**src/rtl/fkht_hash.sv**
```systemverilog
`default_nettype none
// Hash of the key, one byte per cycle, then a restoring remainder by the
// bucket count, one quotient bit per cycle.
module fkht_hash #(
  parameter int unsigned KEY_BYTES = 16,
  parameter int unsigned BKT_W     = 8
) (
  input  wire logic              clk,
  input  wire logic              rst_n,
  input  wire logic              start,
  input  wire logic [63:0]       key_high,
  input  wire logic [63:0]       key_low,
  input  wire logic [BKT_W:0]    modulus,
  output logic                   done,
  output logic [BKT_W-1:0]       bucket
);
  localparam int unsigned CNT_W = 6;

  typedef enum logic [1:0] {S_IDLE, S_HASH, S_MOD, S_DONE} state_t;

  state_t          state_r;
  logic [CNT_W-1:0] cnt_r;
  logic [127:0]    key_r;
  logic [31:0]     h_r;
  logic [BKT_W:0]  rem_r;
  logic [BKT_W:0]  mod_r;
  logic [BKT_W+1:0] trial;
  logic [31:0]     h_nxt;

  always_comb begin
    h_nxt = {24'd0, key_r[127:120]} + (h_r << 5) - h_r;
    trial = {rem_r, h_r[31]} - {1'b0, mod_r};
  end

  always_ff @(posedge clk) begin
    if (!rst_n) begin
      state_r <= S_IDLE;
      cnt_r   <= '0;
    end else begin
      case (state_r)
        S_IDLE: begin
          if (start) begin
            key_r   <= {key_high, key_low};
            h_r     <= '0;
            mod_r   <= modulus;
            cnt_r   <= '0;
            state_r <= S_HASH;
          end
        end
        S_HASH: begin
          h_r   <= h_nxt;
          key_r <= key_r << 8;
          if (cnt_r == CNT_W'(KEY_BYTES - 1)) begin
            cnt_r   <= '0;
            rem_r   <= '0;
            state_r <= S_MOD;
          end else begin
            cnt_r <= cnt_r + 1'b1;
          end
        end
        S_MOD: begin
          // Remainder never exceeds modulus-1, so trial fits one extra bit.
          if (!trial[BKT_W+1]) rem_r <= trial[BKT_W:0];
          else rem_r <= {rem_r[BKT_W-1:0], h_r[31]};
          h_r <= h_r << 1;
          if (cnt_r == CNT_W'(31)) state_r <= S_DONE;
          cnt_r <= cnt_r + 1'b1;
        end
        S_DONE: state_r <= S_IDLE;
        default: state_r <= S_IDLE;
      endcase
    end
  end

  assign done   = (state_r == S_DONE);
  assign bucket = rem_r[BKT_W-1:0];
endmodule
`default_nettype wire

```
**config.mk**
```make
export PLATFORM = sky130hd
export DESIGN_NAME = fkht_hash
export DESIGN_NICKNAME = d
export VERILOG_FILES = /design/src/rtl/fkht_hash.sv
export SDC_FILE = /design/constraint.sdc
export NUM_CORES = 1
export LEC_CHECK = 0
export BUFFER_PORTS_ARGS = -buffer_cell sky130_fd_sc_hd__buf_2
export CELL_PAD_IN_SITES_DETAIL_PLACEMENT = 1
export CELL_PAD_IN_SITES_GLOBAL_PLACEMENT = 1
export CORE_MARGIN = 2
export CORE_UTILIZATION = 52
export CTS_BUF_LIST = sky130_fd_sc_hd__clkbuf_8
export DETAILED_ROUTE_END_ITERATION = 16
export PLACE_DENSITY_LB_ADDON = 0.1
export SLEW_MARGIN = 30
export SYNTH_ARGS = -nofsm -noshare
export SYNTH_HDL_FRONTEND = slang
export SYNTH_SLANG_ARGS = --single-unit
```
**constraint.sdc**
```tcl
create_clock -name clk -period 10.8 [get_ports clk]
set_input_delay 3.24 -clock clk [delete_from_list [all_inputs] [get_ports clk]]
set_output_delay 3.24 -clock clk [all_outputs]
set_load 0.05 [all_outputs]
```
* Word level (Yosys, flattened, before mapping)
Index checks and enable logic that the tools add are counted.
** Word-level totals
- Memory bits (read-only) :: 0
- Output and inout bits :: 9
- Memory bits (writable) :: 0
- Memories :: 0
- Word-level logic and storage cells :: 42
- Input port bits :: 140
- Latch bits :: 0
- Register bits :: 186
** Operators by class
- Equal/unequal tests :: 8
- Shift operators :: 0
- Div/mod/pow operators :: 0
- Mux-type cells :: 14
- Bitwise logic cells :: 0
- Reductions and logical operators :: 10
- Magnitude comparators :: 0
- Add/subtract/negate cells :: 4
- Multiply operators :: 0
** Operators by type and width (number)
- $pmux 128 s2 :: 1
- $mux 128 :: 1
- $pmux 32 s3 :: 1
- $add 8x32->32 :: 1
- $mux 32 :: 1
- $sub 32x32->32 :: 1
- $mux 9 :: 2
- $pmux 6 s3 :: 1
- $pmux 9 s2 :: 1
- $reduce_and 3->1 :: 5
- $mux 6 :: 2
- $sub 10x9->10 :: 1
- $pmux 2 s4 :: 1
- $add 6x1->6 const B :: 1
- $eq 6x4->1 const B :: 1
- $eq 6x5->1 const B :: 1
- $mux 2 :: 3
- $ne 2x2->1 const B :: 3
- $eq 2x2->1 const B :: 2
- $reduce_bool 2->1 :: 2
- $reduce_bool 3->1 :: 1
- $eq 2x1->1 const B :: 1
- $logic_not 2->1 :: 1
- $reduce_and 2->1 :: 1

* Logic depth before layout (Yosys ltp)
- Depth in word-level cells :: 3
- Gate-level depth with buffers :: 12
- Mapped depth without buffers :: 12

* Least setup slack after synthesis
Ideal clock, no wire load.
- Path kind :: input-to-reg
- Start :: in start
- End :: reg key_r[0] (enable)
- Stages on the path :: 3
- Data arrival time :: 6.310 ns
- Path slack :: 3.987 ns
- Cell sequence :: nand2_1 -> o21ai_0 -> and2_1
** On the way
- Longest elaborated chain between the ends :: 2
** RTL lines
- start: declaration :: line 10 : input wire logic start,
- $ne 2x2->1 (no line)
- $reduce_and 3->1 (no line)
- end signal: assignment :: line 43 : key_r <= {key_high, key_low};
- end signal: assignment :: line 52 : key_r <= key_r << 8;
- end: declaration :: line 23 : logic [127:0] key_r;
No other way between the ends.
A chain may end at the register's enable or synchronous reset.

* Worst setup path after layout
- Start :: in start
- End :: reg key_r[102] (enable)
The elaborated chain is that of the path after synthesis.

==> run summary <==
The run finished with clean final reports. The category of the critical setup timing path was primary input to flip-flop. STA classifies the critical path startpoint as a primary input. The share of Yosys cell area claimed by the top area cell type was 0.500.

Yosys attributes the largest share of cell area to sky130_fd_sc_hd__edfxtp_1 (50%), sky130_fd_sc_hd__mux2_2 (13%), sky130_fd_sc_hd__ha_1 (8.4%). Counting along the longest clock path gives a buffer depth of 2. The number of clock buffers added by TritonCTS is 17. In this run the core area contains 52 standard-cell rows. The number of H-tree levels is 4, and the area of the mapped netlist is 10700 µm². After clock tree synthesis, the clock-pin slew on the worst setup and hold paths is 120 ps. The number of antenna violations at the first check in global routing was 14; the clock insertion delay at the later pin of the skew report was 470 ps. After layout, the minimum clock period comes to 4910 ps.

STA classifies the critical path endpoint as a flip-flop. The routability-driven placement congestion ratio was 0.868; the die width was 147 µm. Post-route non-filler standard cell count: 1294. The power density over the cells works out to 254 nW/µm². The sequential area share after synthesis is 0.515, and the cell count after placement is 1254. The HPWL reported at the end of detailed placement came out at 19.1 mm.

A synthesized cell averages 12.3 µm². The logs give 40.6 mm for the wire length of the first global-routing pass and 204 MHz for the maximum frequency from static timing analysis. The area of the die came out at 21700 µm².

The tools report the hold path startpoint as key_r[12]. The final layout net count was 1220. The starting density of the core was 0.528.

The leftover overflow at the end of global routing was 0; the count of pins on the block boundary was 149. Biggest fanout along the worst timing path: 71. The TritonCTS sink count came out at 186. Measured along the y axis, the die boundary spans 147 µm. In this run the critical register-to-register path is launched from key_r[121]. For the final database, setup skew stands at 13.8 ps. The portion of the clock cycle consumed by the worst path in the final layout is 0.454, and the gate count after technology mapping is 871. The relative slew slack was 0.391; the post-CTS setup buffer count was 0. The tightest hold path in the finished design has a slack of 553 ps. The final routed DRC violation total was 0. The number of DRC markers after the initial detailed-route iteration was 321; the final number of max-transition violations was 0.

Yosys printed 0 warnings. The most critical setup path has its startpoint at start. During placement, the flow inserted port buffers numbering 148. Of all cell types, the one taking the most synthesized area is sky130_fd_sc_hd__edfxtp_1. Number of fillers in the final layout: 2108. The largest voltage drop on the vdd net was 0.133 mV.

The share of layout cells above drive strength 1 is 0.315, and the share of synthesized registers carrying an async set or reset is 0. The tools report the static power due to leakage as 4.85 nW. The combined area of the multi-input logic cells is 4810 µm², and the core region area is 20200 µm². The number of global-route vias before repair was 7769. Setup repair after global routing left no endpoint under its margin. Aggregate global-route resource usage: 0.239.

In this run the remaining antenna-violating nets after routing total 0. Worst hold-check path type: flip-flop to flip-flop. In this run, synthesis produced a sequential element count of 186.

The number of gates resized after CTS was 0. Counting every net in the synthesized netlist gives 1088. The number of detailed-route iterations in the first pass is 4. The number of setup violations in the final report was 0. The delay contributed by the slowest stage of the critical path is 760 ps. TritonCTS built the clock tree. The cell at the slowest stage of the critical path was sky130_fd_sc_hd__and2_4. For the worst setup path, the data required time is 10910 ps. In the synthesized netlist, the cells that appear most often are sky130_fd_sc_hd__edfxtp_1 (178), sky130_fd_sc_hd__mux2_2 (120), sky130_fd_sc_hd__ha_1 (72), sky130_fd_sc_hd__nand2_1 (57), sky130_fd_sc_hd__inv_1 (54). Together, buffers and inverters on the worst path number 2. The most common cell in the synthesized netlist is sky130_fd_sc_hd__edfxtp_1. The detailed-route wire length per cell came out at 19.9 µm. The via count normalized by instance count is 5.61. Primary flip-flop cell chosen by synthesis mapping: sky130_fd_sc_hd__edfxtp_1. From synthesis to final layout, the design area changed by 13.2%. Data arrives at the worst endpoint at 5020 ps.

On the critical path the largest part of the delay comes from buffers and inverters. The number of buffers added to fix hold violations after cts is 0, and the number of flops mapped to enable cells by yosys is 178. The tools report the cell at the root of the clock tree as sky130_fd_sc_hd__clkbuf_8.

Final count of hold timing violations: 0. Entering global routing, the biggest net connects 72 pins. Across the run, the number of max-cap violations was 0. The logs give 25.7 mm for the total routed wirelength and 7260 for the count of vias placed by the detailed router.

The distinct cell type count after synthesis was 63. The pin slew with the least headroom to its limit works out to 913 ps. The signal on the critical path passes through buf_2 -> nand2_1 -> o21ai_0 -> and2_4 -> buf_4. Adding up every negative setup slack in the final design gives 0 ps. The sequential cells in the finished layout cover a total of 5510 µm².
power by group:
group | switching, W | internal (W) | leakage, nW
registers | 0.0000814 | 0.00103 | 1.73
logic | 0.000831 | 0.000610 | 2.90
clock network | 0.000324 | 0.000187 | 0.216
total | 0.00124 | 0.00183 | 4.85
per-layer routing:
layer,track usage,vias to the layer above,wire length [µm]
met4,0.0606,10,350
li1,-,3505,-
met1,0.276,3573,10400
met3,0.0778,31,1500
met2,0.431,141,13300
met5,0,-,69
logic make-up after synthesis:
group                    share of synthesized area
AO/OA/AOI/OAI                                0.106
AND/OR/NAND/NOR                             0.0881
flip-flops                                   0.515
XOR/XNOR                                    0.0229
multiplexers                                 0.138
buffers and inverters                       0.0370
adder cells (fa/ha/maj)                     0.0936
cells in the final DEF, fill, tap and decap left out, types with 6 or more instances in the layout:
master,count
sky130_fd_sc_hd__inv_1,54
sky130_fd_sc_hd__or3_1,6
sky130_fd_sc_hd__xor2_1,15
sky130_fd_sc_hd__ha_1,71
sky130_fd_sc_hd__clkbuf_8,17
sky130_fd_sc_hd__edfxtp_1,178
sky130_fd_sc_hd__nand3_1,12
sky130_fd_sc_hd__o21ai_0,35
sky130_fd_sc_hd__diode_2,8
sky130_fd_sc_hd__and2_1,7
sky130_fd_sc_hd__a21oi_1,36
sky130_fd_sc_hd__xnor2_1,13
sky130_fd_sc_hd__nor3_1,8
sky130_fd_sc_hd__nor2b_1,34
sky130_fd_sc_hd__buf_2,148
sky130_fd_sc_hd__o21a_1,10
sky130_fd_sc_hd__mux2i_1,12
sky130_fd_sc_hd__dfxtp_1,8
sky130_fd_sc_hd__mux2_2,120
sky130_fd_sc_hd__nand2_1,57
sky130_fd_sc_hd__a22oi_1,10
sky130_fd_sc_hd__nor2_1,34
sky130_fd_sc_hd__a211oi_1,8
sky130_fd_sc_hd__a21o_1,15
sky130_fd_sc_hd__and3_1,9
sequential cells by signal (all words and copies together) (netlist names):
register / count
cnt_r: 6
state_r: 2
mod_r: 9
h_r: 32
key_r: 128
rem_r: 9
metrics by stage:
step | worst slack (ps) | cell area, µm² | util | power [W]
final | 5890 | 12100 | 0.598 | 0.00307
after global routing | 5690 | 12100 | 0.597 | 0.00328
after CTS | 5880 | 12100 | 0.597 | 0.00309
after detailed placement | 5370 | 11600 | 0.575 | 0.00257
after global placement | 5360 | 11600 | 0.574 | 0.00251
after floorplan | 3990 | 10700 | - | 0.00222
final timing paths:
kind,end,slack (ps),cells past startpoint
max,key_r[102],5890,5
min,key_r[20],550,1
max reg2reg,h_r[19],7420,10
min reg2reg,key_r[20],550,1
worst reg2reg max path, delay by kind of cell (launching register included):
kind                       cells  cell delay [ps]
xor gates and xnor gates       1              170
AOI/OAI and AO/OA              6             1440
DFF                            1              480
adders and majority gates      3             1030
final cells by class:
type                            instances  share of cell area
Inverter                               54              0.0168
Timing Repair Buffer                  153              0.0654
Tap cell                              270              0.0279
Multi-Input combinational cell        591               0.397
Sequential cell                       186               0.455
Clock buffer                           17              0.0193
Clock inverter                         15              0.0167
Antenna cell                            8             0.00165
Note: power is estimated with default switching activity, not from simulation.
